==> src/rtl/brm_pkg.sv <==
// Package: shared width constants, command struct and controller states.
`timescale 1ns / 1ps

package brm_pkg;

  // Operand width; product is twice this.
  localparam int WIDTH = 8;
  localparam int PROD_W = 2 * WIDTH;
  localparam int CNT_W = (WIDTH > 1) ? $clog2(WIDTH) : 1;

  // Controller to datapath commands.
  typedef struct packed {
    logic load;  // capture operands, clear accumulator
    logic step;  // one Booth add/sub and shift pass
  } brm_cmd_t;

  typedef enum logic [1:0] {
    ST_IDLE,
    ST_RUN,
    ST_DONE
  } brm_state_t;

endpackage

==> src/rtl/brm_datapath.sv <==
// Datapath: accumulator, shifting multiplier and Booth add/subtract unit.
`timescale 1ns / 1ps

module brm_datapath (
  input  logic                              clk,
  input  brm_pkg::brm_cmd_t                 cmd,
  input  logic signed [brm_pkg::WIDTH-1:0]  multiplicand,
  input  logic signed [brm_pkg::WIDTH-1:0]  multiplier,
  output logic signed [brm_pkg::PROD_W-1:0] product
);
  import brm_pkg::*;

  logic signed [WIDTH:0]   acc;
  logic signed [WIDTH:0]   acc_next;
  logic signed [WIDTH:0]   mcand;
  logic        [WIDTH-1:0] q;
  logic        [WIDTH-1:0] q_next;
  logic                    qprev;
  logic                    qprev_next;
  logic signed [WIDTH:0]   sum;

  // Booth recoding of {q0, q_-1}
  always_comb begin
    case ({q[0], qprev})
      2'b10:   sum = acc - mcand;
      2'b01:   sum = acc + mcand;
      default: sum = acc;
    endcase
  end

  always_comb begin
    acc_next   = acc;
    q_next     = q;
    qprev_next = qprev;
    if (cmd.load) begin
      acc_next   = '0;
      q_next     = multiplier;
      qprev_next = 1'b0;
    end else if (cmd.step) begin
      // arithmetic right shift of sum:q
      acc_next   = {sum[WIDTH], sum[WIDTH:1]};
      q_next     = {sum[0], q[WIDTH-1:1]};
      qprev_next = q[0];
    end
  end

  always_ff @(posedge clk) begin
    if (cmd.load) begin
      mcand <= {multiplicand[WIDTH-1], multiplicand};
    end
    acc   <= acc_next;
    q     <= q_next;
    qprev <= qprev_next;
  end

  assign product = {acc[WIDTH-1:0], q};

endmodule

==> src/rtl/brm_controller.sv <==
// Controller: state machine and pass counter for the sequential multiply.
`timescale 1ns / 1ps

module brm_controller (
  input  logic              clk,
  input  logic              rst,
  input  logic              start,
  output logic              busy,
  output logic              done,
  output brm_pkg::brm_cmd_t cmd
);
  import brm_pkg::*;

  brm_state_t       state;
  brm_state_t       state_next;
  logic [CNT_W-1:0] cnt;
  logic [CNT_W-1:0] cnt_next;
  logic             last_pass;

  assign last_pass = (cnt == CNT_W'(WIDTH - 1));

  always_ff @(posedge clk) begin
    if (rst) begin
      state <= ST_IDLE;
      cnt   <= '0;
    end else begin
      state <= state_next;
      cnt   <= cnt_next;
    end
  end

  always_comb begin
    state_next = state;
    cnt_next   = cnt;
    busy       = 1'b0;
    done       = 1'b0;
    cmd        = '0;
    case (state)
      ST_IDLE: begin
        if (start) begin
          cmd.load   = 1'b1;
          cnt_next   = '0;
          state_next = ST_RUN;
        end
      end
      ST_RUN: begin
        busy     = 1'b1;
        cmd.step = 1'b1;
        cnt_next = cnt + 1'b1;
        if (last_pass) begin
          state_next = ST_DONE;
        end
      end
      ST_DONE: begin
        // result shown this cycle; a new transaction may start at once
        done = 1'b1;
        if (start) begin
          cmd.load   = 1'b1;
          cnt_next   = '0;
          state_next = ST_RUN;
        end else begin
          state_next = ST_IDLE;
        end
      end
      default: begin
        state_next = ST_IDLE;
      end
    endcase
  end

endmodule

==> src/rtl/booth_radix2_multiplier.sv <==
// Top level: sequential radix-2 Booth signed multiplier.
`timescale 1ns / 1ps

// Channel  | Ports                        | Handshake
// ---------+------------------------------+-------------------------------
// input    | multiplicand, multiplier     | accepted when start && !busy
// result   | product                      | valid for one cycle with done
//
// Each transaction runs in order: the accept edge loads the operands,
// WIDTH passes follow (one add/sub and shift each, set by the pass counter
// and the single Booth adder), and done pulses in the following cycle.
// A new transaction may be accepted in the done cycle, but not while busy.
// rst is synchronous, active high, and returns the controller to idle.
// The receiver cannot stall: product is only meaningful while done is high.

module booth_radix2_multiplier (
  input  logic                              clk,
  input  logic                              rst,
  input  logic                              start,
  output logic                              busy,
  input  logic signed [brm_pkg::WIDTH-1:0]  multiplicand,
  input  logic signed [brm_pkg::WIDTH-1:0]  multiplier,
  output logic                              done,
  output logic signed [brm_pkg::PROD_W-1:0] product
);
  import brm_pkg::*;

  // command bundle from controller to datapath
  brm_cmd_t cmd;

  brm_controller u_ctrl (
    .clk   (clk),
    .rst   (rst),
    .start (start),
    .busy  (busy),
    .done  (done),
    .cmd   (cmd)
  );

  // accumulator is WIDTH+1 bits so the most negative square is exact
  brm_datapath u_dp (
    .clk          (clk),
    .cmd          (cmd),
    .multiplicand (multiplicand),
    .multiplier   (multiplier),
    .product      (product)
  );

endmodule

==> config.mk <==
export PLATFORM = sky130hd
export DESIGN_NAME = booth_radix2_multiplier
export DESIGN_NICKNAME = d
export VERILOG_FILES = /design/src/rtl/brm_pkg.sv /design/src/rtl/brm_datapath.sv /design/src/rtl/brm_controller.sv /design/src/rtl/booth_radix2_multiplier.sv
export SDC_FILE = /design/constraint.sdc
export NUM_CORES = 1
export LEC_CHECK = 0
export ABC_AREA = 0
export ABC_CLOCK_PERIOD_IN_PS = 2700
export BUFFER_PORTS_ARGS = -buffer_cell sky130_fd_sc_hd__buf_2
export CAP_MARGIN = 20
export CORE_MARGIN = 4
export CORE_UTILIZATION = 54
export CTS_CLUSTER_DIAMETER = 30
export DETAILED_ROUTE_END_ITERATION = 16
export PLACE_DENSITY = 0.9
export SYNTH_ARGS = -nofsm -noshare
export SYNTH_HDL_FRONTEND = slang
export SYNTH_SLANG_ARGS = --single-unit
export TNS_END_PERCENT = 50
==> constraint.sdc <==
create_clock -name clk -period 2.7 [get_ports clk]
set_input_delay 0.405 -clock clk [delete_from_list [all_inputs] [get_ports clk]]
set_output_delay 0.405 -clock clk [all_outputs]
set_load 0.01 [all_outputs]
==> results of run 1 <==
-- metrics by stage --
step | area [um2] | utilization [%] | setup WS [ns] | power [W] | std cells
2_1_floorplan | 1710 | - | 0.333 | 0.00105 | 182
3_3_place_gp | 1950 | 64.3 | 0.290 | 0.00121 | 260
3_5_place_dp | 1950 | 64.3 | 0.274 | 0.00123 | 260
4_1_cts | 2000 | 66.0 | 0.239 | 0.00148 | 268
5_1_grt | 2010 | 66.4 | 0.00432 | 0.00159 | 268
6_report | 2010 | 66.4 | 0.252 | 0.00147 | 268
-- state kept, by name, summed over array words and instances (netlist names) --
name,cells
u_dp.acc,8
u_dp.qprev,1
u_ctrl.state,2
u_dp.mcand,8
u_ctrl.cnt,3
u_dp.q,8
-- worst max-delay path, stage by stage, from the launching register on --
cell      delay (ns)
edfxtp_1        0.39
inv_1           0.09
ha_1            0.31
mux2_2          0.39
ha_1            0.28
a21o_1          0.16
a21oi_1         0.29
o21ai_0         0.17
mux2i_1         0.18
nand3_1         0.08
-- worst max-delay path by stage --
stage | from | endpoint | slack [ns] | cells after the start
3_3_place_gp | u_dp.q[0]$_DFFE_PP_ | u_dp.acc[7]$_SDFFE_PP0P_ | 0.29 | 10
5_1_grt | u_dp.q[0]$_DFFE_PP_ | u_dp.acc[7]$_SDFFE_PP0P_ | 0.004 | 10
2_1_floorplan | u_dp.q[0]$_DFFE_PP_ | u_dp.acc[7]$_SDFFE_PP0P_ | 0.33 | 11
3_5_place_dp | u_dp.q[0]$_DFFE_PP_ | u_dp.acc[7]$_SDFFE_PP0P_ | 0.27 | 10
4_1_cts | u_dp.q[0]$_DFFE_PP_ | u_dp.acc[5]$_SDFFE_PP0P_ | 0.24 | 10
6_report | u_dp.q[0]$_DFFE_PP_ | u_dp.acc[4]$_SDFFE_PP0P_ | 0.25 | 9
-- cells in the final DEF, fill, tap and decap left out, types with 2 or more instances in the layout --
cell type,Yosys,layout
buf_2,2,36
nand2_1,28,28
edfxtp_1,16,16
nor2_1,15,15
a21oi_1,15,15
dfxtp_1,14,14
ha_1,13,13
inv_1,12,12
o21ai_0,9,9
nand3_1,6,6
nor3_1,5,5
xor2_1,5,5
mux2i_1,5,5
clkbuf_4,0,5
buf_4,0,4
nand2b_1,3,3
xnor2_1,3,3
and3_1,3,3
o21a_1,2,2
or3b_1,2,2
a22oi_1,2,2
-- Yosys cell counts (2+ instances only) --
cell      number  area share (%)
a22oi_1        2            0.88
edfxtp_1      16              28
xnor2_1        3             1.5
and3_1         3             1.1
dfxtp_1       14              16
mux2i_1        5             2.9
o21ai_0        9             2.6
or3b_1         2             1.0
nand2_1       28             6.2
ha_1          13             9.5
xor2_1         5             2.6
clkbuf_1       3            0.66
nor3_1         5             1.5
nor2_1        15             3.3
nand3_1        6             1.8
inv_1         12             2.6
a21oi_1       15             4.4
o21a_1         2            0.88
buf_2          2            0.59
nand2b_1       3             1.1
-- final cells by class --
type | count | area, um2
Clock inverter | 2 | 8.76
Fill cell | 256 | 1020
Timing Repair Buffer | 40 | 210
Sequential cell | 30 | 761
Multi-Input combinational cell | 134 | 890
Inverter | 12 | 45.0
Tap cell | 44 | 55.1
Clock buffer | 6 | 41.3
-- repair_timing --
action / CTS / global route
resized for setup: 0 / 2
hold buffers: 0 / 0
setup endpoints to repair: 0 / 1
-- where the power goes --
part           switching [W]  internal (W)
clock network       0.000149     0.0000975
logic               0.000321      0.000270
registers          0.0000678      0.000562
total               0.000538      0.000929
-- routing by layer --
metal / wire, um / share of wire (%) / up-vias
li1: - / - / 717
met3: 187 / 5.4 / 9
met2: 1580 / 45 / 39
met4: 93 / 2.7 / 0
met1: 1620 / 47 / 652
met5: 0 / 0 / -
-- cell families (layout without fill, tap and decap cells) --
family,Yosys count,count (layout),synth area share [%]
and+or+nand+nor,68,68,19.2
muxes,6,6,3.59
DFF,30,30,44.6
adders and majority gates,14,14,10.7
AOI/OAI and AO/OA,38,38,13.7
buffers and inverters,18,60,4.11
xor gates and xnor gates,8,8,4.11
==> flow_summary.yaml, run 1 <==
outcome:
  status: "finished clean"
cells_and_area:
  drive_above_1_share_pct: 23.7
  area_growth_pct: 17.8
  antennaDiodeCount: 0
  nets: 256
yosys:
  ys_seq_elements: 30
  synth-seq-area-share_pct: 44.6
  ys_types: 39
  synth-edff-count: 16
  synthFlopType: "edfxtp_1"
  syn-num-nets: 215
  syn_area_um2: 1710
  ys_warn_count: 0
  syn_inst: 182
  synthArstFlopShare_pct: 0
  syn_area_per_cell_um2: 9.38
pwr:
  leakage_nw: 0.950
  power_density_nw_per_um2: 729
  ir_drop_mv: 0.376
floorplan:
  design.core.area_um2: 3030
  dieArea_um2: 4120
  rows: 20
  die_y_um: 64.2
  io-pin-count: 37
  die_x_um: 64.2
  initial_core_util_pct: 56.4
clock_tree:
  clk_path_buf_depth: 2
  clk_pin_slew_ns: 0.09
  clock-sinks: 30
  clk_latency_ns: 0.33
  cts_tree: "yes"
  cts_made_buffers: 5
  cts_setup_buffers: 0
  cts_max_level: 2
  clockRootBuffer: "clkbuf_4"
global_route:
  grt_pass1_vias: 1343
  grt_max_degree: 19
  grt_overflow: 0
  grtUsageMet2_pct: 28.1
  grt.met3_usage_pct: 6.15
  antenna_found_initial: 0
  grt_util_met1_pct: 24.6
  track_usage_pct: 18.8
  grt_pass1_wl_um: 6000
  grt.busiest_layer: "met2"
timing:
  fin_tns_setup_ns: 0
  whs_ns: 0.248
  setup_viol: 0
  fin_skew_ns: 0.00755
  min_period_ns: 2.45
  slew_viol_final: 0
  finalHoldViolCount: 0
  period_share_pct: 90.7
  rsz0062_at_grt: "no"
  max_freq_mhz: 409
  maxSlewHeadroom_pct: 70.5
  worstMarginPinSlew_ns: 0.443
routing:
  drtIter0Drc: 74
  wirelength_um: 3480
  vias: 1417
  antenna_left: 0
  wl_per_cell_um: 13.0
  drc: 0
  vias_per_cell: 5.29
  firstDrtPassIters: 4
setup_path:
  r2r_cells: 9
  r2r_slack_ns: 0.25
  r2r_end: "u_dp.acc[4]$_SDFFE_PP0P_"
  arrival_ns: 2.67
  worst_setup_path_end_kind: "flip-flop"
  r2r_start: "u_dp.q[0]$_DFFE_PP_"
  crit_path_start_kind: "flip-flop"
  worstPathRequired_ns: 2.92
  path_class: "flip-flop to flip-flop"
  cp_max_fo: 7
placement:
  portBuffers: 36
  gp_congestion: 0.893
  place_hpwl_um: 2600
hold_path:
  hp-start: "multiplicand[0]"
  holdPathStages: 1
  hold_path_end: "u_dp.mcand[0]$_DFFE_PP_"
  min_path_type: "input pin to flip-flop"
job:
  drv_cap: 0
(Power assumes the default switching activity.)
==> inputs of run 2 (changes only) <==
ABC_CLOCK_PERIOD_IN_PS = 3100   (was 2700)
CORE_UTILIZATION = 58   (was 54)
PLACE_DENSITY = 0.95   (was 0.9)
clock period = 3.1 ns   (was 2.7 ns; I/O delays follow)
==> run 2 against run 1 <==
  * Fmax shrank 3.2%
  * Critical endpoint is now u_dp.acc[7]$_SDFFE_PP0P_
  * Critical path depth grew 1
  * Global-route usage grew 1.6 points
  * Die area shrank 6.0%
  * Wire length grew 9.3%
  * Sequential power shrank 13%
  * First-iteration DRC count grew 65%
  * Highest routed layer unchanged
  * Design area shrank 0.50%
  * Hold slack gained 0.067 ns
==> flow_summary.yaml, run 2 (synthesized netlist as in run 1, its figures left out) <==
outcome:
  status: "finished clean"
timing:
  setup_viol: 0
  min_period_ns: 2.53
  fin_skew_ns: 0.0122
  finalHoldViolCount: 0
  maxSlewHeadroom_pct: 58.2
  max_freq_mhz: 395
  worstMarginPinSlew_ns: 0.627
  rsz0062_at_grt: "no"
  period_share_pct: 81.6
  slew_viol_final: 0
  fin_tns_setup_ns: 0
hold_path:
  min_path_type: "input pin to flip-flop"
setup_path:
  arrival_ns: 2.79
  path_class: "flip-flop to flip-flop"
  worst_setup_path_end_kind: "flip-flop"
  critPathBufInv: 0
  critPathSlowestCell: "edfxtp_1"
  crit_chain: "nor3_1, nand2b_1, o21ai_0, xnor2_1, ha_1, o211a_1, o31ai_2, a32oi_1, mux2i_1, mux2i_1"
  crit_path_start_kind: "flip-flop"
  critPathMostFrequentCell: "mux2i_1"
  path_delay_family: "compound AO/OA/AOI/OAI gates"
  slowest_delay_ns: 0.44
  cp_max_fo: 5
  worstPathRequired_ns: 3.36
cells_and_area:
  reg_top3: "u_dp.acc (8), u_dp.mcand (8), u_dp.q (8)"
  antennaDiodeCount: 0
  final_area_um2: 2000
  drive_above_1_share_pct: 23.0
  nets: 254
  area_growth_pct: 17.2
  mostFrequentLayoutCell: "buf_2"
  mostFrequentLayoutCells: "36 x buf_2, 28 x nand2_1, 16 x edfxtp_1"
floorplan:
  initial_core_util_pct: 61.4
  dieArea_um2: 3870
  io-pin-count: 37
  design.core.area_um2: 2780
  die_x_um: 62.2
  rows: 19
  die_y_um: 62.2
routing:
  vias: 1521
  wl_per_cell_um: 15.0
  drtIter0Drc: 122
  firstDrtPassIters: 5
  drc: 0
  wirelength_um: 3800
  vias_per_cell: 6.01
  antenna_left: 0
clock_tree:
  cts_setup_buffers: 0
  cts_max_level: 2
  cts_made_buffers: 5
  clk_latency_ns: 0.32
  clk_pin_slew_ns: 0.10
  cts_resized: 0
  clk_path_buf_depth: 2
  clock-sinks: 30
  cts_tree: "yes"
  clockRootBuffer: "clkbuf_4"
  hold_buffers: 0
placement:
  portBuffers: 36
  placed_area_um2: 1920
  place_hpwl_um: 2720
  gp_congestion: 0.904
global_route:
  grt_max_degree: 20
  grt_pass1_vias: 1406
  grt_overflow: 0
  track_usage_pct: 20.4
  grt_pass1_wl_um: 6330
  antenna_found_initial: 0
pwr:
  seq_power_share_pct: 39.1
  power_density_nw_per_um2: 702
  ir_drop_mv: 0.511
  sw_frac_of_total_pct: 34.9
  p_clk_share_pct: 23.2
  p_switching_w: 0.000490
  p_int_w: 0.000914
  power_frac_comb_pct: 37.7
  leakage_nw: 0.947
job:
  drv_cap: 0
[run 2: worst reg2reg max path: stages (launching register included)]
cell,delay [ns]
edfxtp_1,0.44
nor3_1,0.30
nand2b_1,0.12
o21ai_0,0.22
xnor2_1,0.11
ha_1,0.35
o211a_1,0.18
o31ai_2,0.09
a32oi_1,0.22
mux2i_1,0.25
mux2i_1,0.19
[run 2: per-layer routing]
| metal | part of all wire [%] | track usage, % | up-vias |
|---|---|---|---|
| met5 | 0 | 0 | - |
| met4 | 3.0 | 10.0 | 0 |
| met3 | 9.4 | 7.03 | 13 |
| met2 | 48 | 30.6 | 78 |
| met1 | 39 | 25.9 | 718 |
| li1 | - | - | 712 |
[run 2: area by class of cell]
type                    count  area (um2)
fillers                   199         781
repair buffers             38         195
flip-flops and latches     30         761
well taps                  31        38.8
inverters                  12        45.0
clock buffers               7        55.1
multi-input cells         134         876
clock inverters             1        30.0
[run 2: power groups by stage]
| stage | combinational, W | clock [W] | sequential [W] |
|---|---|---|---|
| floorplan | 0.000350 | 0 | 0.000569 |
| global placement | 0.000496 | 0 | 0.000554 |
| detailed placement | 0.000519 | 0 | 0.000556 |
| CTS | 0.000527 | 0.000329 | 0.000548 |
| global route | 0.000583 | 0.000355 | 0.000559 |
| finish | 0.000529 | 0.000326 | 0.000549 |
[run 2: worst paths after layout]
path,startpoint,end,slack [ns],depth (start not counted)
worst min register to register,u_dp.qprev$_SDFFE_PP0P_,u_dp.qprev$_SDFFE_PP0P_,0.48,2
worst min-delay path,multiplicand[5],u_dp.mcand[5]$_DFFE_PP_,0.31,1
worst max register to register,u_dp.mcand[2]$_DFFE_PP_,u_dp.acc[7]$_SDFFE_PP0P_,0.57,10
worst max-delay path,u_dp.mcand[2]$_DFFE_PP_,u_dp.acc[7]$_SDFFE_PP0P_,0.57,10
[run 2: stage by stage]
stage | worst slack (ns) | util [%] | cells | total power (W) | hold slack [ns]
2_1_floorplan | 0.733 | - | 182 | 0.000919 | 0.429
3_3_place_gp | 0.696 | 68.9 | 245 | 0.00105 | 0.445
3_5_place_dp | 0.602 | 68.9 | 245 | 0.00108 | 0.460
4_1_cts | 0.564 | 71.9 | 253 | 0.00140 | 0.301
5_1_grt | 0.380 | 71.9 | 253 | 0.00150 | 0.277
6_report | 0.570 | 71.9 | 253 | 0.00140 | 0.315
==> inputs of run 3 (changes only) <==
ABC_AREA = 1   (was 0)
ABC_CLOCK_PERIOD_IN_PS = 2480   (was 3100)
CORE_UTILIZATION = 54   (was 58)
PLACE_DENSITY = 0.9   (was 0.95)
clock period = 2.48 ns   (was 3.1 ns; I/O delays follow)
==> run 3 against run 2 <==
  * Design area increased by 7.5%
  * Synthesized cell count increased by 21%
  * Non-clock buffer count increased by 2
  * Total power increased by 49%
  * Clock skew increased by 0.0066 ns
  * Synthesized area increased by 5.6%
  * Sequential share of layout area decreased by 2.7 points
  * Die area increased by 12%
  * Hold slack got worse by 0.11 ns
  * Highest routed layer unchanged
==> flow_summary.yaml, run 3 <==
outcome:
  status: "finished clean"
floorplan:
  die_y_um: 65.8
  die_x_um: 65.8
  design.core.area_um2: 3130
  initial_core_util_pct: 57.6
  dieArea_um2: 4320
  io-pin-count: 37
  rows: 20
routing:
  vias: 1546
  drtIter0Drc: 87
  firstDrtPassIters: 4
  antenna_left: 0
  drc: 0
  wl_per_cell_um: 12.5
  wirelength_um: 3860
  vias_per_cell: 5.00
global_route:
  antenna_found_initial: 0
  grt_pass1_vias: 1523
  track_usage_pct: 19.7
  grt_pass1_wl_um: 6420
  grt_max_degree: 14
  grt_overflow: 0
setup_path:
  r2r_cells: 14
  arrival_ns: 2.59
  crit_path_start_kind: "flip-flop"
  path_class: "flip-flop to flip-flop"
  worstPathRequired_ns: 2.71
  r2r_end: "u_dp.acc[6]$_SDFFE_PP0P_"
  worst_setup_path_end_kind: "flip-flop"
  cp_max_fo: 3
  r2r_start: "u_dp.mcand[1]$_DFFE_PP_"
  r2r_slack_ns: 0.12
hold_path:
  min_path_type: "input pin to flip-flop"
  hold_path_end: "u_dp.mcand[7]$_DFFE_PP_"
  hp-start: "multiplicand[7]"
  holdPathStages: 1
job:
  drv_cap: 0
timing:
  maxSlewHeadroom_pct: 65.7
  worstMarginPinSlew_ns: 0.514
  fin_skew_ns: 0.0188
  min_period_ns: 2.36
  period_share_pct: 95.2
  slew_viol_final: 0
  max_freq_mhz: 424
  finalHoldViolCount: 0
  whs_ns: 0.202
  setup_viol: 0
  fin_tns_setup_ns: 0
cells_and_area:
  fin_cells: 309
  nets: 297
  final_area_um2: 2150
  area_growth_pct: 19.4
  mostFrequentLayoutCells: "61 x nand2_1, 36 x buf_2, 23 x inv_1"
  drive_above_1_share_pct: 28.7
  reg_top3: "u_dp.acc (8), u_dp.mcand (8), u_dp.q (8)"
  antennaDiodeCount: 0
  mostFrequentLayoutCell: "nand2_1"
yosys:
  yosys-top-cells-count: "61 x nand2_1, 23 x inv_1, 16 x edfxtp_1, 16 x nor2_1, 14 x dfxtp_1"
  syn_inst: 221
  yosysTopAreaCell: "edfxtp_1"
  ys_types: 32
  ys_seq_elements: 30
  syn-num-nets: 254
  synth_xor_area_share_pct: 4.86
  synth-edff-count: 16
  syn_area_per_cell_um2: 8.15
  yosys-top-cells-area: "edfxtp_1 27%, dfxtp_1 16%, nand2_1 13%, ha_1 9.0%, inv_1 4.8%"
  yosys.area.top_type_share_pct: 26.7
  synth_most_common_cell: "nand2_1"
  syn_area_um2: 1800
  synth-compound-area-share_pct: 11.0
  synthSimpleGateAreaFrac_pct: 24.4
  synthAdderAreaFrac_pct: 10.1
  synthFlopType: "edfxtp_1"
  synth-seq-area-share_pct: 42.2
  ys_warn_count: 0
  synth_mux_area_share_pct: 0
  synth_top_family_by_area: "simple AND/OR/NAND/NOR gates"
  synthArstFlopShare_pct: 0
placement:
  portBuffers: 36
  placed_cells: 299
  place_hpwl_um: 2960
  gp_congestion: 0.840
  placed_area_um2: 2030
pwr:
  ir_drop_mv: 0.541
  power_frac_comb_pct: 46.5
  p_int_w: 0.00124
  leakage_nw: 1.07
  p_switching_w: 0.000855
  p_clk_share_pct: 17.8
  power_density_nw_per_um2: 973
  sw_frac_of_total_pct: 40.9
  power_w: 0.00209
  seq_power_share_pct: 35.6
clock_tree:
  clk_latency_ns: 0.34
  cts_made_buffers: 5
  cts_tree: "yes"
  clk_path_buf_depth: 2
  clock-sinks: 30
  clockRootBuffer: "clkbuf_4"
  clk_pin_slew_ns: 0.11
  cts_max_level: 2
==> run 3: changes by cell type after synthesis, moves of 4 or more <==
cell	delta
a21oi_1	-5
nand2_2	+11
nor3_1	-4
mux2i_1	-5
inv_1	+11
inv_2	+6
nand2_1	+33
==> run 3: what timing repair did <==
item / 4_1_cts / 5_1_grt
hold buffers: 0 / 0
setup buffers: 0 / 2
endpoints found under the setup margin: 0 / 4
gates resized for setup: 0 / 6
==> run 3: critical path, stage by stage, from the launching register on <==
cell,delay (ns)
edfxtp_1,0.40
inv_1,0.06
ha_1,0.20
nand2_2,0.10
nor2_4,0.04
nor2_2,0.14
a21oi_2,0.05
xnor2_1,0.26
buf_4,0.16
ha_1,0.23
a21oi_1,0.13
a21boi_1,0.20
a21oi_1,0.08
nor2_1,0.15
o21ai_2,0.06
==> run 3: final cells by class <==
type	count	area [um2]
Fill cell	252	977
Multi-Input combinational cell	157	932
Sequential cell	30	761
Timing Repair Buffer	40	210
Inverter	30	113
Clock buffer	8	80.1
Tap cell	44	55.1
==> run 3: metrics by stage <==
step | worst slack (ns) | utilization (%)
finish | 0.120 | 68.8
global route | -0.0404 | 68.8
CTS | 0.0676 | 67.5
detailed placement | 0.116 | 65.0
global placement | 0.142 | 65.0
floorplan | 0.262 | -
==> run 3: kinds of logic after synthesis <==
group | after synthesis
DFF | 30
buffers and inverters | 34
AOI/OAI and AO/OA | 33
xor gates and xnor gates | 10
and+or+nand+nor | 100
adders and majority gates | 14
==> run 3: layer usage <==
metal,global-route usage [%],vias up,part of all wire (%)
li1,-,797,-
met1,21.8,698,43
met2,33.8,39,49
met3,5.98,12,5.5
met4,9.59,0,2.7
met5,0,-,0
==> run 3: how the worst max path moves through the flow <==
stage	start	end	cells after the start	slack (ns)
floorplan	u_dp.q[0]$_DFFE_PP_	u_dp.acc[7]$_SDFFE_PP0P_	15	0.26
global placement	u_dp.q[0]$_DFFE_PP_	u_dp.acc[5]$_SDFFE_PP0P_	13	0.14
detailed placement	u_dp.q[0]$_DFFE_PP_	u_dp.acc[7]$_SDFFE_PP0P_	17	0.12
CTS	u_dp.q[0]$_DFFE_PP_	u_dp.acc[7]$_SDFFE_PP0P_	17	0.07
global route	u_dp.mcand[1]$_DFFE_PP_	u_dp.acc[7]$_SDFFE_PP0P_	19	-0.04
finish	u_dp.mcand[1]$_DFFE_PP_	u_dp.acc[6]$_SDFFE_PP0P_	14	0.12
==> run 3: power by group through the flow <==
stage | logic, W | clock network, W | registers, W
5_1_grt | 0.00109 | 0.000407 | 0.000765
3_5_place_dp | 0.000944 | 0 | 0.000753
3_3_place_gp | 0.000904 | 0 | 0.000753
4_1_cts | 0.000953 | 0.000377 | 0.000745
6_report | 0.000973 | 0.000373 | 0.000746
2_1_floorplan | 0.000669 | 0 | 0.000772
